<file path="config.mk">
export PLATFORM = sky130hd
export DESIGN_NAME = mtfe_cell
export DESIGN_NICKNAME = d
export VERILOG_FILES = /design/src/hw/rtl/mtfe_pkg.sv /design/src/hw/rtl/mtfe_cell.sv
export SDC_FILE = /design/constraint.sdc
export NUM_CORES = 1
export LEC_CHECK = 0
export ABC_AREA = 1
export BUFFER_PORTS_ARGS = -buffer_cell sky130_fd_sc_hd__buf_4
export CORE_UTILIZATION = 33
export CTS_BUF_LIST = sky130_fd_sc_hd__clkbuf_16
export DETAILED_ROUTE_END_ITERATION = 6
export MAX_ROUTING_LAYER = met4
export PLACE_DENSITY = 0.81
export SYNTH_ARGS = -nofsm -noshare
export SYNTH_HDL_FRONTEND = slang
export SYNTH_SLANG_ARGS = --single-unit
</file>
<file path="constraint.sdc">
create_clock -name clk -period 0.85 [get_ports clk]
set_input_delay 0.0425 -clock clk [delete_from_list [all_inputs] [get_ports clk]]
set_output_delay 0.0425 -clock clk [all_outputs]
set_load 0.03 [all_outputs]
</file>
<file path="src/hw/rtl/mtfe_pkg.sv">
// mtfe_pkg: shared types and codes for the move-to-front depth encoder
// no dependencies; imported by the cell, the position encoder and the top level
package mtfe_pkg;

  // request codes on in_req_type
  localparam logic REQ_RESTART = 1'b0;
  localparam logic REQ_ACCESS  = 1'b1;

  localparam int unsigned ITEM_W  = 9;
  localparam int unsigned DEPTH_W = 8;
  localparam logic [DEPTH_W-1:0] DEPTH_SAT = 8'd255;
  localparam logic [ITEM_W-1:0]  COUNT_RST = 9'd256;

  typedef enum logic [0:0] {
    ST_IDLE,
    ST_MOVE
  } mtfe_state_t;

  // control broadcast to every cell of the chain
  typedef struct packed {
    logic restart;  // reload the initial order
    logic capture;  // compare the key and latch the match flag
    logic move;     // shift the match and the cells above it down by one
  } mtfe_cell_ctrl_t;

endpackage : mtfe_pkg

</file>
<file path="src/hw/rtl/mtfe_cell.sv">
// mtfe_cell: one slot of the ordered stack, holds an id and its match flag
// depends on mtfe_pkg
module mtfe_cell import mtfe_pkg::*; #(
  parameter int unsigned IW    = 9,
  parameter int unsigned CW    = 9,
  parameter int unsigned PW    = 8,
  parameter int unsigned INDEX = 0
) (
  input  logic            clk,
  input  logic            rst_n,
  input  mtfe_cell_ctrl_t ctrl,
  input  logic [CW-1:0]   cmp_key,
  input  logic [PW-1:0]   pos,
  input  logic [IW-1:0]   prev_id,
  output logic [IW-1:0]   id,
  output logic            hit
);

  localparam logic [IW-1:0] INIT_ID = IW'(INDEX + 1);
  localparam logic [PW:0]   IDX     = (PW + 1)'(INDEX);

  logic [IW-1:0] id_r, id_nxt;
  logic          hit_r, hit_nxt;

  always_comb begin
    id_nxt  = id_r;
    hit_nxt = hit_r;
    if (ctrl.restart) begin
      id_nxt = INIT_ID;
    end
    if (ctrl.capture) begin
      hit_nxt = (CW'(id_r) == cmp_key);
    end
    // slots at or above the matching one take their upper neighbour's id
    if (ctrl.move && ({1'b0, pos} >= IDX)) begin
      id_nxt = prev_id;
    end
  end

  always_ff @(posedge clk) begin
    if (!rst_n) begin
      id_r <= INIT_ID;
    end else begin
      id_r <= id_nxt;
    end
  end

  always_ff @(posedge clk) begin
    hit_r <= hit_nxt;
  end

  assign id  = id_r;
  assign hit = hit_r;

endmodule : mtfe_cell

</file>
==> results.cfg <==
[power_and_ir_drop]
max-vdd-ir-drop_v = 0.00144
sequentialPowerShare_pct = 30.9
leakage_nw = 0.515
pwr-share-clk_pct = 49.7
power.internal_mw = 1.28
power_frac_comb_pct = 19.4
switching_share_pct = 22.7
pwr_density_cell_mw_per_mm2 = 1670
p_sw_mw = 0.376

[sta]
slew_headroom_pct = 82.0
finalCriticalPeriod_ns = 0.935
slew_violations = 0
rsz0062_at_grt = yes
skew_ns = 0.00193
hold_violations = 0
fmax_ghz = 1.07
period_share_pct = 110
finalSetupViolations = 4
worstMarginPinSlew_ns = 0.270
fin_ws_ns = -0.0847

[cells_and_area]
mostFrequentLayoutCell = nand2_1
seqCellArea_um2 = 239
fillCellCount = 121
drive_gt1_share_pct = 45.5
stdcell_area_um2 = 988
antennaDiodeCount = 0
multi_input_area_um2 = 251
instances_no_fill = 136
finish.net_count = 153
synthToLayoutAreaGrowth_pct = 90.8
final_cell_mix = nand2_1, buf_4, buf_6, inv_1, a21oi_1

[synth]
yosysWarnings = 0
postSynthNetCount = 108
synth-seq-area-share_pct = 40.6
ys_seq_elements = 10
synth_cell_type_count = 12
syn_avg_cell_area_um2 = 6.73
syn-instance-count = 77
synthesis.area_um2 = 518

[place]
placed_cell_area_um2 = 847
dp_cells = 130
dp_hpwl_um = 1120
routabilityCongestion = 0.803
io_buffers = 32

[critical_path]
r2r_setup_slack_ns = -0.08
r2r-start = id[1]
cp.depth = 6
worst_setup_path_end_kind = flop
cp-start-kind = flop
cp_cell_sequence = inv_1 > nand2_1 > nand2_1 > nor2_1 > nand3_1 > nor2_1
critPathLaunch = id[1]
r2r_cells = 6
critPathArrivalTime_ns = 1.02
crit_type = reg -> reg
worst-path-buf-inv = 1
cp_slowest_cell = dfxtp_2
cp_max_fo = 3
required_ns = 0.94
crit_end = hit
crit_family = simple AND/OR/NAND/NOR gates
slowest_delay_ns = 0.34
r2r_end = hit

[grt]
grt.total_usage_pct = 19.6
overflow = 0
grt_pass1_wl_um = 2480
grt_pass1_vias = 610
antenna_found_initial = 0
grt_max_degree = 11

[die]
rows = 13
dieArea_mm2 = 0.00173
initial_core_util_pct = 37.5
ios = 41
core_mm2 = 0.00138
die_height_um = 41.6
die_width_um = 41.6

[clocking]
cts.clk_slew.worst_paths_ns = 0.04
cts.sinks = 10
cts_root_buffer = clkbuf_16
cts_tree = done
clockBufferDepth = 2
htreeDepth = 1
clk-insertion-delay-late_ns = 0.23
cts_buffers = 3

[routing]
viasPerCell = 4.66
first_pass_iters = 6
routed-via-count = 634
wl_per_cell_um = 10.8
drt-initial-drc-count = 7
final_antenna_net_count = 0
drc = 0
postRouteWirelength_um = 1470

[run]
drv_cap = 0

[min_path]
hp-class = in -> reg

[run_status]
violations = negative setup slack
status = finished, violations left
==> final cells by class <==
type	instances	area share [%]
Timing Repair Buffer	41	35.9
Clock inverter	1	0.380
Tap cell	15	1.90
Sequential cell	10	24.2
Clock buffer	3	7.59
Inverter	12	4.56
Multi-Input combinational cell	54	25.4
==> sequential cells by signal, indices dropped and copies added, names as in the netlist <==
signal,cells
hit,1
id,9
==> worst min path at each step <==
stage / from / to / cells after the start
detailed placement: rst_n / id[0] / 2
finish: ctrl[1] / hit / 1
global placement: rst_n / id[0] / 2
global route: ctrl[1] / hit / 1
floorplan: rst_n / id[0] / 1
CTS: ctrl[1] / hit / 1
==> per-stage QoR <==
stage	power [mW]	hold slack (ns)	util, %	setup WS [ns]	TNS [ns]
after global routing	1.74	0.00558	71.5	-0.152	-0.270
after global placement	0.800	0.209	61.3	-0.0191	-0.0191
after floorplan	0.653	0.111	-	-0.0618	-0.0618
final	1.65	0.00677	71.5	-0.0847	-0.108
after detailed placement	0.809	0.216	61.3	-0.0659	-0.0659
after CTS	1.68	0.00447	70.4	-0.0854	-0.178
==> per-layer routing <==
metal / up-vias / track usage [%] / routed length [um]
met3: 2 / 8.26 / 105
met5: - / - / 0
met4: 0 / 5.81 / 13
met2: 24 / 36.9 / 820
met1: 288 / 17.6 / 532
li1: 320 / - / -
==> synth_stat cells, drive strengths merged <==
library cell,number,share of area [%]
nor2,6,7.5
o21ai,1,0.97
dfxtp,9,35
buf,1,2.2
edfxtp,1,5.8
a21oi,8,7.7
inv,12,8.7
xor2,3,5.1
xnor2,1,1.7
nand3,1,0.97
nand2,34,25
==> what timing repair did <==
action / in CTS / in global routing
endpoints found under the setup margin: 7 / 8
endpoints found under the hold margin: 1 / 0
hold buffers: 1 / 0
buffers inserted: 0 / 1
pin swaps: 0 / 4
resized for setup: 10 / 5
==> power by group through the flow <==
| stage | clock network (mW) | logic (mW) | registers [mW] |
|---|---|---|---|
| 2_1_floorplan | 0 | 0.0910 | 0.562 |
| 3_3_place_gp | 0 | 0.287 | 0.513 |
| 3_5_place_dp | 0 | 0.293 | 0.516 |
| 4_1_cts | 0.850 | 0.315 | 0.510 |
| 5_1_grt | 0.874 | 0.350 | 0.514 |
| 6_report | 0.823 | 0.320 | 0.511 |
==> cell families after synthesis <==
family                 count (synthesis)  share of synthesized area [%]
AO/OA/AOI/OAI                          9                           8.70
XOR/XNOR                               4                           6.76
buffers and inverters                 13                           10.9
flip-flops                            10                           40.6
AND/OR/NAND/NOR                       41                           33.1
Power figures use the tool's default switching activity.
