--- src/hw/rtl/mtfe_pkg.sv ---
// mtfe_pkg: shared types and codes for the move-to-front depth encoder
// no dependencies; imported by the cell, the position encoder and the top level
package mtfe_pkg;

  // request codes on in_req_type
  localparam logic REQ_RESTART = 1'b0;
  localparam logic REQ_ACCESS  = 1'b1;

  localparam int unsigned ITEM_W  = 9;
  localparam int unsigned DEPTH_W = 8;
  localparam logic [DEPTH_W-1:0] DEPTH_SAT = 8'd255;
  localparam logic [ITEM_W-1:0]  COUNT_RST = 9'd256;

  typedef enum logic [0:0] {
    ST_IDLE,
    ST_MOVE
  } mtfe_state_t;

  // control broadcast to every cell of the chain
  typedef struct packed {
    logic restart;  // reload the initial order
    logic capture;  // compare the key and latch the match flag
    logic move;     // shift the match and the cells above it down by one
  } mtfe_cell_ctrl_t;

endpackage : mtfe_pkg

--- src/hw/rtl/mtfe_pos_enc.sv ---
// mtfe_pos_enc: turns the one-hot match flags of the chain into a slot number
// depends on mtfe_pkg
module mtfe_pos_enc import mtfe_pkg::*; #(
  parameter int unsigned N  = 256,
  parameter int unsigned PW = 8
) (
  input  logic [N-1:0]  hit,
  output logic [PW-1:0] pos
);

  always_comb begin
    pos = '0;
    for (int k = 0; k < N; k++) begin
      if (hit[k]) begin
        pos = pos | PW'(k);
      end
    end
  end

endmodule : mtfe_pos_enc

--- config.mk ---
export PLATFORM = sky130hd
export DESIGN_NAME = mtfe_pos_enc
export DESIGN_NICKNAME = d
export VERILOG_FILES = /design/src/hw/rtl/mtfe_pkg.sv /design/src/hw/rtl/mtfe_pos_enc.sv
export SDC_FILE = /design/constraint.sdc
export NUM_CORES = 1
export LEC_CHECK = 0
export BUFFER_PORTS_ARGS = -buffer_cell sky130_fd_sc_hd__buf_2
export CORE_AREA = 5 5 99 101
export DETAILED_ROUTE_END_ITERATION = 7
export DIE_AREA = 0 0 104 106
export GPL_ROUTABILITY_DRIVEN = 0
export PLACE_DENSITY_LB_ADDON = 0.3
export SYNTH_ARGS = -nofsm -noshare
export SYNTH_HDL_FRONTEND = slang
export SYNTH_SLANG_ARGS = --single-unit
--- constraint.sdc ---
create_clock -name vclk -period 1.7
set_input_delay 0.085 -clock vclk [all_inputs]
set_output_delay 0.085 -clock vclk [all_outputs]
set_load 0.03 [all_outputs]
==> results of run 1 <==
-- placed cells by master (no fill, tap or decap) --
| cell type | instances |
|---|---|
| nor2_1 | 13 |
| nor4_1 | 93 |
| buf_2 | 263 |
| nand3_1 | 16 |
| nor4_2 | 25 |
| nand3_2 | 1 |
| nand2_1 | 10 |
| buf_4 | 10 |
| nor3_1 | 15 |
| nand4_1 | 30 |
| nor4_4 | 2 |
-- metrics by stage --
stage                     instances  area, µm²  hold WS (ps)
after floorplan                 205       1209         428.4
after global placement          589       2739         571.5
after detailed placement        589       2739         578.2
after CTS                       589       2808         578.2
after global routing            589       2907         597.5
final                           589       2907         582.2
-- area by class of cell --
type | instances | area share, %
repair buffers | 273 | 47.87
multi-input cells | 205 | 47.35
well taps | 111 | 4.778
-- worst paths after layout --
kind	cells after the start	startpoint	slack (ps)	end
worst min-delay path	4	hit[129]	580	pos[7]
worst max-delay path	6	hit[110]	2	pos[6]
-- where the power goes --
part	internal, mW	leakage, nW	switching (mW)	total, mW
logic	0.261	1.19	0.283	0.544
clock network	0	0	0	0
registers	0	0	0	0
-- kinds of logic (layout without fill, tap and decap cells) --
group	Yosys count	in the layout
AND/OR/NAND/NOR	205	205
buffers and inverters	0	273
-- worst max-delay path, stage by stage --
cell	delay, ps
buf_2	130
nor4_1	480
nand4_1	190
nor4_2	410
nand3_1	110
buf_2	210
-- timing repair --
action / CTS / global route
hold buffers: 0 / 0
cloned: 0 / 0
resized for setup: 11 / 15
endpoints found under the setup margin: 7 / 7
-- routing by layer --
layer	global-route usage (%)	share of wire, %
met1	29.41	40
met2	43.40	51
met3	3.947	7.5
met4	4.718	2.1
met5	0	0
==> results.yml, run 1 <==
status:
  status: "completed"
sta:
  period_minus_slack_ps: 1698
  max_slew_margin_pct: 60.31
  fmaxAchievable_mhz: 589.1
  hold_viol: 0
  worst_pin_slew_ps: 590.0
  finalCritPeriodShare_pct: 99.86
  fin_ws_ps: 2.464
  rsz0062_at_grt: "yes"
  setup_tns_ps: 0
  setup_viol: 0
  drv_slew: 0
global_route:
  grt_pass1_wl_mm: 20.15
  grt_start_max_net_pins: 4
  grt_util_all_layers_pct: 23.81
  grt.overflow.total: 0
  grt_pass1_vias: 3439
  grt_antenna_before_repair: 0
floorplan:
  start_util_pct: 13.53
  die-area_mm2: 0.01102
  pin_count: 264
  die_y_um: 106
  core_mm2: 0.008934
  rows: 35
  chipWidth_um: 104
place:
  portBuffers: 263
  pre_cts_slack_ps: -143.0
  hpwl_mm: 13.86
finish:
  ff_latch_area_um2: 0
  drive_gt1_share_pct: 62.97
  n_clock_buffer: 0
  final_nets: 736
  multi_input_area_mm2: 0.001376
  num-fill-cells: 1081
  antenna_cells: 0
  nFlopsAndLatches: 0
  area_growth_pct: 140.5
  post-route-util_pct: 32.54
pwr:
  power.leakage_nw: 1.192
  p_per_area_mw_per_mm2: 187.2
  peakVddDrop_v: 0.00009755
  total_power_mw: 0.5441
route:
  drt_wl_total_mm: 14.76
  vias: 3221
  drc: 0
  wl_per_cell_um: 25.06
  drtIter0Drc: 186
  viasPerCell: 5.469
  drtAntennaViolNets: 0
  dr.pass1.iters: 4
setup_path:
  required_ps: 1620
  worstSetupPathType: "in2out"
  end_kind: "output port"
  start_kind: "primary input"
  crit_arrival_ps: 1610
  crit_fanout: 2
logic_synthesis:
  synth_top_family_by_area: "simple AND/OR/NAND/NOR gates"
  synth.most_common_cell: "nor4_1"
  synth_mux_area_share_pct: 0
  yosys.area_share.simple_pct: 100.0
  ys_seq_area_share_pct: 0
  synthTopCellsByArea: "nor4_1 61%, nand4_1 16%, nand3_1 6.6%, nor3_1 6.2%, nor2_1 4.0%"
  synth_compound_area_share_pct: 0
  syn_inst: 205
  netlist_top_cells_count: "117 x nor4_1, 30 x nand4_1, 16 x nand3_1, 15 x nor3_1, 13 x nor2_1"
  yosys_warnings: 0
  synth_fa_ha_area_share_pct: 0
  syn_area_mm2: 0.001209
  synth_area_leader_cell: "nor4_1"
  synth_nets: 461
  synthDistinctLibCells: 8
  yosys.area.top_type_share_pct: 60.56
  syn_avg_cell_area_um2: 5.896
  synth-xor-area-share_pct: 0
cts:
  cts_setup_buffers: 0
min_path:
  min_path_type: "in2out"
job:
  max_cap_viol_count: 0
No activity file was read; power rests on OpenSTA's default activity.
==> run 2, diff against run 1 <==
- PLACE_DENSITY: unset -> 0.55
- PLACE_DENSITY_LB_ADDON: 0.3 -> unset
==> results.yml, run 2 (same netlist as run 1, synthesis figures left out) <==
job:
  max_cap_viol_count: 0
setup_path:
  required_ps: 1620
  crit_fanout: 2
  worstPathCellList: "buf_2, nor4_1, buf_4, nand4_1, nor4_1, nand4_1, buf_2"
  crit_buf_inv: 3
  crit_arrival_ps: 1610
  crit_slowest_cell: "nor4_1"
  start_kind: "primary input"
  worstSetupPathType: "in2out"
  end_kind: "output port"
  max_stage_delay_ps: 430
  cp_top_family: "simple AND/OR/NAND/NOR gates"
route:
  viasPerCell: 5.462
  drc: 0
  drtAntennaViolNets: 0
  dr.pass1.iters: 5
  wl_per_cell_um: 24.98
  vias: 3261
  drtIter0Drc: 236
  drt_wl_total_mm: 14.92
min_path:
  min_path_type: "in2out"
  min_path_cells: 4
  worstHoldStart: "hit[112]"
  hold_end: "pos[6]"
status:
  status: "completed"
finish:
  final_nets: 744
  layout_commonest_cell: "buf_2"
  drive_gt1_share_pct: 62.96
  final_cell_mix: "263 x buf_2, 96 x nor4_1, 30 x nand4_1"
  ff_latch_area_um2: 0
  num-fill-cells: 1073
  area_growth_pct: 143.9
  antenna_cells: 0
  n_clock_buffer: 0
  nFlopsAndLatches: 0
  final_cells: 597
sta:
  drv_slew: 0
  setup_viol: 0
  worst_pin_slew_ps: 735.7
  hold_viol: 0
  finalCritPeriodShare_pct: 99.56
  fmaxAchievable_mhz: 590.8
  period_minus_slack_ps: 1693
  setup_tns_ps: 0
  max_slew_margin_pct: 50.50
global_route:
  grt_pass1_vias: 3539
  grt_pass1_wl_mm: 20.63
  grt_start_max_net_pins: 4
  grt_util_all_layers_pct: 24.32
  grt_antenna_before_repair: 0
  grt.overflow.total: 0
floorplan:
  die_y_um: 106
  rows: 35
  start_util_pct: 13.53
  core_mm2: 0.008934
  pin_count: 264
  chipWidth_um: 104
  die-area_mm2: 0.01102
pwr:
  p_per_area_mw_per_mm2: 185.4
  peakVddDrop_v: 0.00008496
  power.leakage_nw: 1.232
place:
  numPlacedInstances: 596
  hpwl_mm: 14.07
  portBuffers: 263
[run 2: area by class of cell]
cell class	instances	area, µm²	share of cell area (%)
multi-input cells	205	1358	46.05
well taps	111	138.9	4.711
repair buffers	281	1451	49.24
[run 2: worst max-delay path by stage]
stage                         from  endpoint  slack [ps]  cells past startpoint
after global placement     hit[86]    pos[1]        -110                      6
after global routing       hit[57]    pos[4]         -60                      7
after floorplan           hit[177]    pos[0]         390                      4
after detailed placement  hit[100]    pos[6]         -90                      6
after CTS                 hit[187]    pos[1]         0.2                      6
final                     hit[233]    pos[7]           7                      7
[run 2: where the power goes]
part / leakage [nW] / internal, mW / switching, mW
Combinational: 1.23 / 0.265 / 0.282
Clock: 0 / 0 / 0
Sequential: 0 / 0 / 0
Total: 1.23 / 0.265 / 0.282
[run 2: repair_timing]
item,4_1_cts,5_1_grt
hold buffers,0,0
gates resized for setup,5,18
setup buffers,0,1
pin swaps,1,1
setup endpoints to repair,4,8
[run 2: worst min-delay path, stage by stage]
cell and delay (ps):
buf_2 90, nor4_1 50, nand3_1 60, buf_2 200
[run 2: layer usage]
| metal | global-route usage, % | vias up | routed length (µm) |
|---|---|---|---|
| met5 | 0 | - | 0 |
| met4 | 4.348 | 0 | 341 |
| met3 | 4.432 | 24 | 1120 |
| met2 | 44.54 | 209 | 7506 |
| met1 | 29.81 | 1501 | 5947 |
| li1 | - | 1527 | - |
[run 2: per-stage QoR]
| step | instance area [µm²] | utilization (%) | hold slack (ps) | worst slack, ps | power [mW] |
|---|---|---|---|---|---|
| 6_report | 2948 | 33.00 | 565.9 | 7.476 | 0.5465 |
| 5_1_grt | 2948 | 33.00 | 591.7 | -55.02 | 0.5881 |
| 4_1_cts | 2823 | 31.60 | 571.2 | 0.1779 | 0.5274 |
| 3_5_place_dp | 2791 | 31.25 | 570.7 | -87.93 | 0.5194 |
| 3_3_place_gp | 2791 | 31.25 | 560.4 | -114.0 | 0.5130 |
| 2_1_floorplan | 1209 | - | 428.4 | 385.7 | 0.06351 |
==> run 3, diff against run 2 <==
- ABC_AREA: unset -> 1
- CORE_AREA: 5 5 99 101 -> 5 5 100 102
- DIE_AREA: 0 0 104 106 -> 0 0 105 107
- PLACE_DENSITY: 0.55 -> 0.72
==> results.yml, run 3 <==
setup_path:
  required_ps: 1620
  end_kind: "output port"
  crit_fanout: 2
  crit_arrival_ps: 1210
  start_kind: "primary input"
  worstSetupPathType: "in2out"
sta:
  rsz0062_at_grt: "no"
  worst_pin_slew_ps: 315.7
  drv_slew: 0
  hold_viol: 0
  setup_viol: 0
  setup_tns_ps: 0
  fmaxAchievable_mhz: 772.9
  period_minus_slack_ps: 1294
  max_slew_margin_pct: 78.88
  finalCritPeriodShare_pct: 76.11
pwr:
  p_per_area_mw_per_mm2: 161.3
  power_frac_seq_pct: 0
  power.leakage_nw: 2.489
  switching_share_pct: 52.20
  p_int_mw: 0.3184
  pwr-share-comb_pct: 100.0
  peakVddDrop_v: 0.00009326
  clkPwrFrac_pct: 0
  p_switching_mw: 0.3477
  total_power_mw: 0.6660
logic_synthesis:
  synthTopCellsByArea: "nor2_1 35%, nand2_1 26%, inv_1 20%, nand4_1 6.3%, inv_2 2.8%"
  ys_seq_area_share_pct: 0
  synth_area_leader_cell: "nor2_1"
  netlist_top_cells_count: "247 x nor2_1, 185 x nand2_1, 139 x inv_1, 27 x nand4_1, 20 x inv_2"
  yosys_warnings: 0
  synth_nets: 920
  synthDistinctLibCells: 14
  yosys.area.top_type_share_pct: 34.66
  syn_inst: 664
  synth.most_common_cell: "nor2_1"
  syn_area_mm2: 0.002675
  syn_avg_cell_area_um2: 4.029
global_route:
  grt_antenna_before_repair: 0
  grt_pass1_wl_mm: 20.78
  grt_pass1_vias: 4346
  grt.overflow.total: 0
  grt_start_max_net_pins: 4
  grt_util_all_layers_pct: 23.15
route:
  viasPerCell: 4.325
  drtAntennaViolNets: 0
  drtIter0Drc: 259
  dr.pass1.iters: 5
  vias: 4489
  wl_per_cell_um: 13.68
  drt_wl_total_mm: 14.20
  drc: 0
cts:
  ctsHoldBuffers: 0
  cts_setup_buffers: 0
  cts_resized: 0
min_path:
  min_path_type: "in2out"
floorplan:
  core_mm2: 0.009021
  pin_count: 264
  die-area_mm2: 0.01124
  chipWidth_um: 105
  rows: 35
  start_util_pct: 29.65
  die_y_um: 107
finish:
  post-route-util_pct: 45.78
  antenna_cells: 0
  drive_gt1_share_pct: 32.25
  layout_commonest_cell: "buf_2"
  nFlopsAndLatches: 0
  final_cell_mix: "263 x buf_2, 247 x nor2_1, 185 x nand2_1"
  area_growth_pct: 54.40
  ff_latch_area_um2: 0
  n_clock_buffer: 0
  final_nets: 1185
job:
  max_cap_viol_count: 0
place:
  hpwl_mm: 13.51
  portBuffers: 263
status:
  status: "completed"
run 3: changes by cell type in the layout (fill, tap and decap cells not counted), sizes merged, moves of 17 or more:
cell	before	now
buf	281	263
inv	0	159
nand2	10	188
nand3	17	0
nor2	13	258
nor4	120	0
run 3: path summary, 6_finish.rpt:
kind,from,end,depth (start not counted)
max,hit[145],pos[7],9
min,hit[158],pos[1],8
run 3: cell type report:
class | count | area [µm²]
Fill cell | 1093 | 4891
Inverter | 167 | 626.9
Multi-Input combinational cell | 497 | 2048
Tap cell | 111 | 138.9
Timing Repair Buffer | 263 | 1316
run 3: cell families after synthesis:
family	Yosys count	share of synthesized area, %
buffers and inverters	167	23.43
AND/OR/NAND/NOR	497	76.57
run 3: per-layer routing:
| layer | wire length [µm] | global-route usage, % | vias up |
|---|---|---|---|
| li1 | - | - | 2412 |
| met1 | 5669 | 28.14 | 1881 |
| met2 | 7169 | 43.44 | 182 |
| met3 | 1138 | 3.432 | 14 |
| met4 | 225 | 3.653 | 0 |
| met5 | 0 | 0 | - |
run 3: through the flow:
step | instances | cell area [µm²] | setup WS [ps] | hold slack, ps
floorplan | 664 | 2675 | 727.0 | 556.9
global placement | 1038 | 4130 | 406.4 | 721.4
detailed placement | 1038 | 4130 | 404.2 | 724.4
CTS | 1038 | 4130 | 402.0 | 728.1
global route | 1038 | 4130 | 308.0 | 759.8
finish | 1038 | 4130 | 406.1 | 718.9
run 3: power groups by stage:
stage | Clock [mW] | Combinational, mW | Sequential (mW)
global placement | 0 | 0.657 | 0
detailed placement | 0 | 0.663 | 0
CTS | 0 | 0.666 | 0
global route | 0 | 0.751 | 0
finish | 0 | 0.666 | 0
floorplan | 0 | 0.247 | 0
run 3: critical path, stage by stage:
cell	delay, ps
buf_2	90
or2_1	240
nor2_1	150
nand2_1	70
nor2_1	160
nand2_1	90
nor2_2	110
nand2_1	50
buf_2	170
